--- src/rtl/lqc_pkg.sv ---
// Shared types and codes of the linear queue with cancel.
package lqc_pkg;

	localparam int FIELD_W = 32;

	localparam logic [1:0] CMD_ENQ    = 2'd0;
	localparam logic [1:0] CMD_DEQ    = 2'd1;
	localparam logic [1:0] CMD_CANCEL = 2'd2;

	localparam logic [1:0] ST_OK      = 2'd0;
	localparam logic [1:0] ST_FULL    = 2'd1;
	localparam logic [1:0] ST_EMPTY   = 2'd2;
	localparam logic [1:0] ST_MISSING = 2'd3;

	typedef struct packed {
		logic [1:0]         cmd;
		logic [FIELD_W-1:0] ticket_id;
	} lqc_req_t;

	typedef struct packed {
		logic [1:0]         status;
		logic [FIELD_W-1:0] head_id;
		logic               now_empty;
		logic               now_full;
	} lqc_rsp_t;

	// per-cell control from the queue controller
	typedef struct packed {
		logic write;      // load the key this cycle
		logic shift_all;  // dequeue: every cell takes its upper neighbor
		logic cancel;     // cancel in progress
		logic in_window;  // cell holds a live entry
		logic below_last; // cell sits below the newest entry
	} lqc_cell_ctl_t;

endpackage

--- src/rtl/lqc_cell.sv ---
// One storage cell of the queue: holds an id, compares, shifts down.
module lqc_cell #(
	parameter int ID_WIDTH = 32
) (
	input  logic                  clk,
	input  lqc_pkg::lqc_cell_ctl_t ctl,
	input  logic [ID_WIDTH-1:0]   key,
	input  logic [ID_WIDTH-1:0]   next_id,
	input  logic                  hit_in,
	output logic [ID_WIDTH-1:0]   id_q,
	output logic                  hit_out
);
	import lqc_pkg::*;

	logic match;
	lqc_cell_ctl_t c;

	assign c       = ctl;
	assign match   = c.in_window && (id_q == key);
	// hit_out: this cell or one below it holds the first match
	assign hit_out = hit_in || match;

	always_ff @(posedge clk) begin
		if (c.write) begin
			id_q <= key;
		end else if (c.shift_all || (c.cancel && hit_out && c.below_last)) begin
			id_q <= next_id;
		end
	end

endmodule

--- src/rtl/linear_queue_with_cancel_unit.sv ---
// Top level of the linear array queue of ticket ids with cancel by key.
//
//  channel | direction | handshake           | beat payload
//  --------+-----------+---------------------+------------------------------------
//  req     | in        | req_valid/req_stall | lqc_req_t: cmd, ticket_id
//  rsp     | out       | rsp_valid/rsp_stall | lqc_rsp_t: status, head_id, flags
//
// One command per cycle unless stalled: each beat is decoded, the cell row
// updates and the result is registered in the same cycle; rsp shows it next cycle.
// The search and compaction of a cancel run through the row of cells, one
// compare per cell and a hit bit passed up the row, so cancel needs no extra step.
// req_stall rises only while a result sits in the output register and rsp is
// stalled; a beat is taken in the cycle the waiting result leaves.
// arst_n clears the indices, the empty flag and the output valid; cell
// contents stay undefined until written and are never read before that.
module linear_queue_with_cancel_unit #(
	parameter int DEPTH    = 8,
	parameter int ID_WIDTH = 32
) (
	input  logic              clk,
	input  logic              arst_n,
	input  logic              req_valid,
	output logic              req_stall,
	input  lqc_pkg::lqc_req_t req,
	output logic              rsp_valid,
	input  logic              rsp_stall,
	output lqc_pkg::lqc_rsp_t rsp
);
	import lqc_pkg::*;

	localparam int IDX_W = $clog2(DEPTH);
	localparam logic [IDX_W-1:0] LAST = IDX_W'(DEPTH - 1);

	// Logical indices follow the array semantics (full means tail at the
	// last slot). Physically the oldest entry always sits in cell 0: a
	// dequeue shifts the whole row down, so the head is read at one place.
	logic [IDX_W-1:0] head_q, tail_q;
	logic             empty_q;
	logic [IDX_W-1:0] head_d, tail_d;
	logic             empty_d;

	logic             rsp_valid_q;
	lqc_rsp_t         rsp_q;

	logic             go;
	logic [IDX_W-1:0] phys_last;   // cell of the newest entry
	logic [IDX_W-1:0] wr_idx;      // cell an enqueue writes
	logic             enq_ok;
	logic             found;
	logic [1:0]       status_d;
	logic [ID_WIDTH-1:0] key;
	logic [ID_WIDTH-1:0] taken;

	logic [ID_WIDTH-1:0] cell_id [DEPTH];
	logic [ID_WIDTH-1:0] cell_next [DEPTH];
	logic [DEPTH:0]      hit_chain;
	lqc_cell_ctl_t       cell_ctl [DEPTH];

	assign req_stall = rsp_valid_q && rsp_stall;
	assign go        = req_valid && !req_stall;
	assign key       = ID_WIDTH'(req.ticket_id);
	assign phys_last = tail_q - head_q;
	assign wr_idx    = empty_q ? '0 : phys_last + 1'b1;
	assign enq_ok    = go && (req.cmd == CMD_ENQ) && (empty_q || (tail_q != LAST));
	assign found     = hit_chain[DEPTH];
	assign hit_chain[0] = 1'b0;

	// row of cells; the top cell loops its own value as upper neighbor
	for (genvar i = 0; i < DEPTH; i++) begin : g_cell
		if (i == DEPTH - 1) begin : g_top
			assign cell_next[i] = cell_id[i];
		end else begin : g_mid
			assign cell_next[i] = cell_id[i+1];
		end

		always_comb begin
			cell_ctl[i].write      = enq_ok && (wr_idx == IDX_W'(i));
			cell_ctl[i].shift_all  = go && (req.cmd == CMD_DEQ) && !empty_q;
			cell_ctl[i].cancel     = go && (req.cmd == CMD_CANCEL) && !empty_q;
			cell_ctl[i].in_window  = !empty_q && (IDX_W'(i) <= phys_last);
			cell_ctl[i].below_last = IDX_W'(i) < phys_last;
		end

		lqc_cell #(
			.ID_WIDTH(ID_WIDTH)
		) u_cell (
			.clk     (clk),
			.ctl     (cell_ctl[i]),
			.key     (key),
			.next_id (cell_next[i]),
			.hit_in  (hit_chain[i]),
			.id_q    (cell_id[i]),
			.hit_out (hit_chain[i+1])
		);
	end

	// command decode and index update
	always_comb begin
		head_d   = head_q;
		tail_d   = tail_q;
		empty_d  = empty_q;
		status_d = ST_OK;
		taken    = '0;
		unique case (req.cmd)
			CMD_ENQ: begin
				if (empty_q) begin
					head_d  = '0;
					tail_d  = '0;
					empty_d = 1'b0;
				end else if (tail_q == LAST) begin
					status_d = ST_FULL;
				end else begin
					tail_d = tail_q + 1'b1;
				end
			end
			CMD_DEQ: begin
				if (empty_q) begin
					status_d = ST_EMPTY;
				end else begin
					taken = cell_id[0];
					if (head_q == tail_q) begin
						head_d  = '0;
						tail_d  = '0;
						empty_d = 1'b1;
					end else begin
						head_d = head_q + 1'b1;
					end
				end
			end
			CMD_CANCEL: begin
				if (empty_q) begin
					status_d = ST_EMPTY;
				end else if (!found) begin
					status_d = ST_MISSING;
				end else if (head_q == tail_q) begin
					head_d  = '0;
					tail_d  = '0;
					empty_d = 1'b1;
				end else begin
					tail_d = tail_q - 1'b1;
				end
			end
			default: begin
				// unused code: no operation, status ok
			end
		endcase
	end

	always_ff @(posedge clk or negedge arst_n) begin
		if (!arst_n) begin
			head_q      <= '0;
			tail_q      <= '0;
			empty_q     <= 1'b1;
			rsp_valid_q <= 1'b0;
		end else begin
			if (go) begin
				head_q      <= head_d;
				tail_q      <= tail_d;
				empty_q     <= empty_d;
				rsp_valid_q <= 1'b1;
			end else if (!rsp_stall) begin
				rsp_valid_q <= 1'b0;
			end
		end
	end

	// result payload, loaded with each accepted beat
	always_ff @(posedge clk) begin
		if (go) begin
			rsp_q.status    <= status_d;
			rsp_q.head_id   <= FIELD_W'(taken);
			rsp_q.now_empty <= empty_d;
			rsp_q.now_full  <= !empty_d && (tail_d == LAST);
		end
	end

	assign rsp_valid = rsp_valid_q;
	assign rsp       = rsp_q;

endmodule

--- config.mk ---
export PLATFORM = sky130hd
export DESIGN_NAME = linear_queue_with_cancel_unit
export DESIGN_NICKNAME = d
export VERILOG_FILES = /design/src/rtl/lqc_pkg.sv /design/src/rtl/lqc_cell.sv /design/src/rtl/linear_queue_with_cancel_unit.sv
export SDC_FILE = /design/constraint.sdc
export NUM_CORES = 1
export LEC_CHECK = 0
export ABC_CLOCK_PERIOD_IN_PS = 15700
export BUFFER_PORTS_ARGS = -buffer_cell sky130_fd_sc_hd__clkbuf_2
export CAP_MARGIN = 40
export CORE_MARGIN = 4
export CORE_UTILIZATION = 30
export DETAILED_ROUTE_END_ITERATION = 8
export PLACE_DENSITY_LB_ADDON = 0.3
export SYNTH_ARGS = -nofsm -noshare
export SYNTH_HDL_FRONTEND = slang
export SYNTH_SLANG_ARGS = --single-unit
--- constraint.sdc ---
create_clock -name clk -period 15.7 [get_ports clk]
set_input_delay 1.57 -clock clk [delete_from_list [all_inputs] [get_ports clk]]
set_output_delay 1.57 -clock clk [all_outputs]
set_load 0.01 [all_outputs]
==> metrics.yaml, run 1 <==
logic_synthesis:
  synth_cell_types: 57
  synth_seq_area_share_pct: 56.0
  synth_ff_type: "edfxtp_1"
  synth-seq-cells: 300
  ys_warn_count: 0
  syn_inst: 1151
  netlist_area_um2: 16000
  synth_edf_count: 292
  synth_async_sr_flop_share_pct: 2.67
  synth_fp_nets: 1202
  avgSynthCellArea_um2: 13.9
clock_network:
  hold_buffers: 0
  numCtsBuffers: 36
  cts.reportedPaths.clkPinSlew_ps: 60
  cts_buffer_depth: 3
  cts.htree.levels: 2
  worstSkewPairLatency_ps: 560
  cts_tree: "yes"
  post_cts_buffers: 0
  cts.sinks: 300
  ctsResizeCount: 0
  root_buffer: "clkbuf_16"
worst_hold_path:
  hp-class: "register to register"
placement:
  place_area_um2: 17000
  hpwlAfterDp_um: 30900
  gp_congestion: 0.904
  port_buffers: 75
  placed_cells: 1831
global_route:
  grt_util_all_layers_pct: 14.3
  antenna_found_initial: 0
  grt_pass1_vias: 9547
  grt_max_degree: 38
  grt_pass1_wl_um: 61900
  overflow: 0
worst_setup_path:
  cp_max_fo: 32
  cp-start-kind: "input port"
  crit_path_end_kind: "register"
  cp.required_ps: 15900
  crit_type: "input port to register"
  cp.arrival_ps: 4430
routing:
  vias_per_cell: 4.73
  drtIter0Drc: 690
  first_pass_iters: 6
  via_count: 8965
  wl_um: 40900
  drc: 0
  avgRoutedWirePerCell_um: 21.5
  ant_nets: 0
power_and_ir_drop:
  power_leakage_uw: 0.00594
  peakVddDrop_mv: 0.0863
  power.density_nw_per_um2: 133
finish:
  instances_no_fill: 1897
  nNetsFinal: 1232
  area_growth_pct: 12.9
  layout_common_cells: "edfxtp_1 (292), mux2_2 (225), xnor2_1 (160)"
  antenna_cells: 0
  final_common_cell: "edfxtp_1"
  final_area_um2: 18100
  drive_gt1_share_pct: 32.3
sta:
  clock.fmax_mhz: 237
  hold_violations: 0
  finalSetupViolations: 0
  slew_viol_final: 0
  fin_skew_ps: 23.4
  finalCritPeriodShare_pct: 26.9
  rsz0062_at_grt: "false"
  max_slew_margin_pct: 50.9
  worst_slew_pin_slew_ps: 730
  fin_crit_ps: 4220
  setup_tns_ps: 0
floorplan:
  die_w_um: 239
  core_area_um2: 52700
  start_util_pct: 30.4
  boundaryPins: 76
  dieArea_um2: 57100
  fp-row-count: 84
  die_h_um: 239
flow_run:
  max_cap_violations: 0
outcome:
  status: "complete, no violations"
==> cells by family after synthesis <==
family	count (synthesis)	share of synthesized area, %
multiplexers	226	15.9
flip-flops	300	56.0
AND/OR/NAND/NOR	199	7.48
XOR/XNOR	260	14.3
buffers and inverters	112	3.37
adder cells (fa/ha/maj)	13	1.06
AO/OA/AOI/OAI	41	1.88
==> synth_stat cells (all sizes together) (2+ instances only) <==
cell type / number / share of area (%)
a2111oi: 2 / 0.11
nand2b: 3 / 0.12
a31oi: 5 / 0.20
o31ai: 3 / 0.14
nand4: 40 / 1.6
a21oi: 6 / 0.21
ha: 12 / 0.94
or3: 2 / 0.078
a211o: 2 / 0.12
inv: 11 / 0.26
o21a: 2 / 0.094
nand3: 20 / 0.63
and2: 36 / 1.4
nor4: 32 / 1.4
nor3: 17 / 0.60
and3: 3 / 0.12
nor2b: 5 / 0.20
mux2: 225 / 16
nand3b: 3 / 0.14
a211oi: 2 / 0.094
xor2: 99 / 5.4
a21o: 3 / 0.15
xnor2: 160 / 8.7
dfrtp: 7 / 1.1
edfxtp: 292 / 55
o211ai: 5 / 0.23
nor2: 17 / 0.40
nand2: 15 / 0.35
clkbuf: 20 / 0.49
buf: 80 / 2.6
o21ai: 4 / 0.13
==> report_power, final <==
part / total (uW) / switching (uW) / internal [uW]
Combinational: 553 / 340 / 213
Sequential: 1050 / 57.2 / 992
Clock: 801 / 344 / 457
==> worst max-delay path, stage by stage <==
cell and delay [ps]:
clkbuf_2 280, xor2_1 280, nor4_1 490, nand4_1 140, or3_1 390, nand3_1 260
nor2_1 120, and3_1 210, o31ai_4 210, buf_4 410
==> final cells by class <==
type,count,area [um2]
Clock buffer,43,958
Tap cell,688,861
Inverter,12,45.0
Clock inverter,23,164
Multi-Input combinational cell,739,6560
Fill cell,5111,34600
Sequential cell,300,8970
Timing Repair Buffer,92,515
==> sequential cells by signal (all words and copies together) (netlist names) <==
signal,cells
rsp,36
g_cell.u_cell.id_q,256
tail_q,3
empty_q,1
rsp_valid,1
head_q,3
==> routing by layer <==
layer | global-route usage (%) | vias up | wire, um
met5 | 0 | - | 0
met4 | 6.38 | 0 | 1740
met3 | 2.16 | 59 | 1620
met2 | 24.3 | 214 | 20100
met1 | 18.1 | 4420 | 17400
li1 | - | 4272 | -
==> metrics by stage <==
stage          power [uW]  setup slack (ps)  utilization, %  hold WS [ps]
6_report             2400             11480            34.3           514
2_1_floorplan        1440              9680               -           473
5_1_grt              2520             11280            34.3           548
3_3_place_gp         1610             10860            32.2           505
4_1_cts              2430             11510            34.3           515
3_5_place_dp         1620             10920            32.2           506
==> final timing paths <==
kind,startpoint,end,slack (ps),cells past startpoint
min in group asynchronous,arst_n,head_q[2],860,1
max reg2reg,tail_q[0],g_cell[6].u_cell.id_q[8],11560,11
max,req[23],g_cell[6].u_cell.id_q[8],11480,10
min,head_q[0],head_q[0],510,1
min reg2reg,head_q[0],head_q[0],510,1
max in group asynchronous,arst_n,empty_q,14590,1
Note: power is estimated with default switching activity, not from simulation.
==> run 2, diff against run 1 <==
--- a/config.mk
+++ b/config.mk
@@ -5,7 +5,8 @@
 export SDC_FILE = /design/constraint.sdc
 export NUM_CORES = 1
 export LEC_CHECK = 0
-export ABC_CLOCK_PERIOD_IN_PS = 15700
+export ABC_AREA = 1
+export ABC_CLOCK_PERIOD_IN_PS = 4000
 export BUFFER_PORTS_ARGS = -buffer_cell sky130_fd_sc_hd__clkbuf_2
 export CAP_MARGIN = 40
 export CORE_MARGIN = 4
==> constraint.sdc (replaced) <==
create_clock -name clk -period 4 [get_ports clk]
set_input_delay 0.4 -clock clk [delete_from_list [all_inputs] [get_ports clk]]
set_output_delay 0.4 -clock clk [all_outputs]
set_load 0.01 [all_outputs]
==> run 2 against run 1 <==
Against the previous run: combinational power rose to 2.5 times the previous value; wire length grew 19%; total power rose to 3.6 times the previous value; die area rose by 2.9%; sequential share of layout area decreased by 1.6 points; critical path type is now register to register; largest cell class unchanged.
==> metrics.yaml, run 2 <==
logic_synthesis:
  synth_seq_area_share_pct: 54.4  # -1.6 points
  yosysTopAreaCellShare_pct: 53.2  # -1.6 points
  synth-seq-cells: 300  # unchanged
  netlist_area_um2: 16500  # +3.0%
  avgSynthCellArea_um2: 8.95  # -36%
  synth_edf_count: 292  # unchanged
  ys_warn_count: 0  # unchanged
  synth_async_sr_flop_share_pct: 2.67  # unchanged
  syn_inst: 1842  # +60%
  synth_cell_types: 51  # -11%
  synthMostInstantiatedCell: "nand2_1"
  synth_fp_nets: 1893  # +57%
  synth_commonest_cells: "nand2_1 (548), edfxtp_1 (292), o21ai_0 (264), nor2_1 (145), inv_1 (127)"
  synth_ff_type: "edfxtp_1"
  synth_area_leaders: "edfxtp_1 (53%), nand2_1 (12%), o21ai_0 (8.0%), nor2_1 (3.3%), inv_1 (2.9%)"
  post-synth-top-area-cell: "edfxtp_1"
worst_setup_path:
  worst-path-buf-inv: 3  # +1
  cp.arrival_ps: 3680  # -750 ps
  crit_path_end_kind: "register"
  reg2regPathDepth: 13  # +2
  critical_path.top_delay_family: "simple AND/OR/NAND/NOR gates"
  crit_path_top_delay_cell: "fa_2"
  rrSetupSlack_ps: 370  # -11190 ps
  crit_type: "register to register"
  cp-start-kind: "register"
  cpPeakStageDelay_ps: 600  # +110 ps
  cp.required_ps: 4050  # -11850 ps
  path_cells: "inv_2 > ha_4 > inv_2 > fa_2 > inv_2 > ha_2 > or2_1 > nor2_1 > nor2_1 > nand3_2 > nand3_2 > o21ai_0 > nand3_2"
  cp_max_fo: 32  # unchanged
  rr_endpoint: "g_cell[3].u_cell.id_q[28]"
  reg2reg_from: "tail_q[0]"
floorplan:
  start_util_pct: 30.5  # +0.055 points
  die_w_um: 242  # +1.4%
  die_h_um: 242  # +1.4%
  dieArea_um2: 58800  # +2.9%
  fp-row-count: 85  # +1.2%
  boundaryPins: 76  # unchanged
  core_area_um2: 54100  # +2.8%
power_and_ir_drop:
  peakVddDrop_mv: 0.234  # +170%
  total_power_uw: 8580  # +260%
  power_leakage_uw: 0.00770  # +30%
  power.density_nw_per_um2: 460  # +250%
placement:
  pre_cts_slack_ps: 353  # -10570 ps
  gp_congestion: 0.933  # +3.3%
  port_buffers: 75  # unchanged
  hpwlAfterDp_um: 37800  # +23%
finish:
  layout_common_cells: "nand2_1 (541), edfxtp_1 (292), o21ai_0 (264)"
  drive_gt1_share_pct: 13.6  # -19 points
  nNetsFinal: 1932  # +57%
  antenna_cells: 0  # unchanged
  largest_reg_flops: 256  # unchanged
  largest-register: "g_cell.u_cell.id_q"
  fill_cells: 5503  # +7.7%
  layout.area.seq_um2: 8970  # unchanged
  multiInputGateArea_um2: 6350  # -3.3%
  area_growth_pct: 13.2
  fin_util_pct: 34.5  # +0.16 points
  final_common_cell: "nand2_1"
clock_network:
  cts.sinks: 300  # unchanged
  worstSkewPairLatency_ps: 560  # about the same
  root_buffer: "clkbuf_16"
  ctsResizeCount: 0  # unchanged
  post_cts_buffers: 0  # unchanged
  numCtsBuffers: 37  # +2.8%
  cts.reportedPaths.clkPinSlew_ps: 60  # about the same
  cts.htree.levels: 2  # unchanged
  cts_tree: "yes"
  cts_buffer_depth: 3  # unchanged
sta:
  rsz0062_at_grt: "false"
  max_slew_margin_pct: 51.5  # +0.63 points
  fin_crit_ps: 3630
  worst_slew_pin_slew_ps: 726  # -3.57 ps
  finalCritPeriodShare_pct: 90.7
  fin_skew_ps: 32.7  # +9.34 ps
  slew_viol_final: 0  # unchanged
  clock.fmax_mhz: 276
  hold_violations: 0  # unchanged
  finalSetupViolations: 0  # unchanged
  fin_ws_ps: 374  # -11100 ps
  setup_tns_ps: 0  # unchanged
routing:
  drtIter0Drc: 1161  # +68%
  drc: 0  # unchanged
  via_count: 12500  # +40%
  vias_per_cell: 4.82  # +1.9%
  first_pass_iters: 5  # -1
  ant_nets: 0  # unchanged
  avgRoutedWirePerCell_um: 18.7  # -13%
  wl_um: 48700  # +19%
worst_hold_path:
  min_to: "g_cell[7].u_cell.id_q[3]"
  hold_depth: 1  # unchanged
  hp-class: "input port to register"
  hold_start: "req[3]"
global_route:
  overflow: 0  # unchanged
  antenna_found_initial: 0  # unchanged
  grt_pass1_vias: 12100  # +27%
  grt_max_degree: 65  # +71%
  grt_pass1_wl_um: 73900  # +19%
  grt_util_all_layers_pct: 16.4  # +2.0 points
outcome:
  status: "complete, no violations"
flow_run:
  max_cap_violations: 0  # unchanged
[run 2: cell types whose count changed in the layout (fill, tap and decap cells not counted), sizes merged, moves of 24 or more]
cell | previous run | this run
nor2 | 17 | 154
xor2 | 99 | 43
and2 | 36 | 1
nor4 | 32 | 6
nand2 | 15 | 555
inv | 13 | 165
mux2 | 225 | 0
o21ai | 4 | 286
xnor2 | 160 | 54
nand4 | 40 | 16
nand3 | 20 | 51
[run 2: area by class of cell]
type	count	share of cell area, %
Inverter	166	3.42
Tap cell	696	4.66
Multi-Input combinational cell	1266	34.0
Clock buffer	42	5.17
Timing Repair Buffer	110	3.54
Clock inverter	24	1.17
Sequential cell	300	48.0
[run 2: stage by stage]
step	instances	hold WS (ps)	cell area [um2]
5_1_grt	2604	82.6	18700
2_1_floorplan	1842	104	16600
3_3_place_gp	2536	291	17400
3_5_place_dp	2537	295	17500
6_report	2604	86.2	18700
4_1_cts	2604	58.3	18700
[run 2: power by group]
group	leakage, uW	switching [uW]	internal (uW)
logic	0.00434	984	427
clock network	0.000582	1350	1940
registers	0.00279	138	3740
[run 2: logic make-up (layout without fill, tap and decap cells)]
family,count (synthesis),after routing,synth area share [%]
buffers and inverters,276,342,7.93
adder cells (fa/ha/maj),13,13,1.03
flip-flops,300,300,54.4
AO/OA/AOI/OAI,340,340,11.0
XOR/XNOR,97,97,5.15
AND/OR/NAND/NOR,816,816,20.5
[run 2: metal layers]
layer / share of wire [%] / global-route usage (%) / routed length, um
met1: 46 / 23.2 / 22500
met4: 4.5 / 7.55 / 2180
met5: 0 / 0 / 0
met2: 43 / 24.8 / 21100
met3: 5.8 / 2.19 / 2810
[run 2: how the worst max path moves through the flow]
stage               from                   endpoint  slack (ps)  depth (start not counted)
2_1_floorplan  tail_q[0]   g_cell[6].u_cell.id_q[0]         -90                         15
3_3_place_gp   tail_q[0]  g_cell[3].u_cell.id_q[14]         420                         13
3_5_place_dp   tail_q[0]  g_cell[3].u_cell.id_q[14]         350                         13
4_1_cts        tail_q[0]  g_cell[3].u_cell.id_q[28]         340                         13
5_1_grt        tail_q[0]   g_cell[3].u_cell.id_q[2]         140                         13
6_report       tail_q[0]  g_cell[3].u_cell.id_q[28]         370                         13
[run 2: worst register-to-register path: stages, from the launching register on]
cell	delay [ps]
dfrtp_1	430
inv_2	140
ha_4	140
inv_2	30
fa_2	600
inv_2	90
ha_2	170
or2_1	240
nor2_1	170
nor2_1	80
nand3_2	130
nand3_2	130
o21ai_0	210
nand3_2	590
[run 2: repair_timing]
item                                    in CTS  in global routing
endpoints found under the setup margin       0                  0
endpoints found under the hold margin        8                  0
hold buffers                                 1                  0
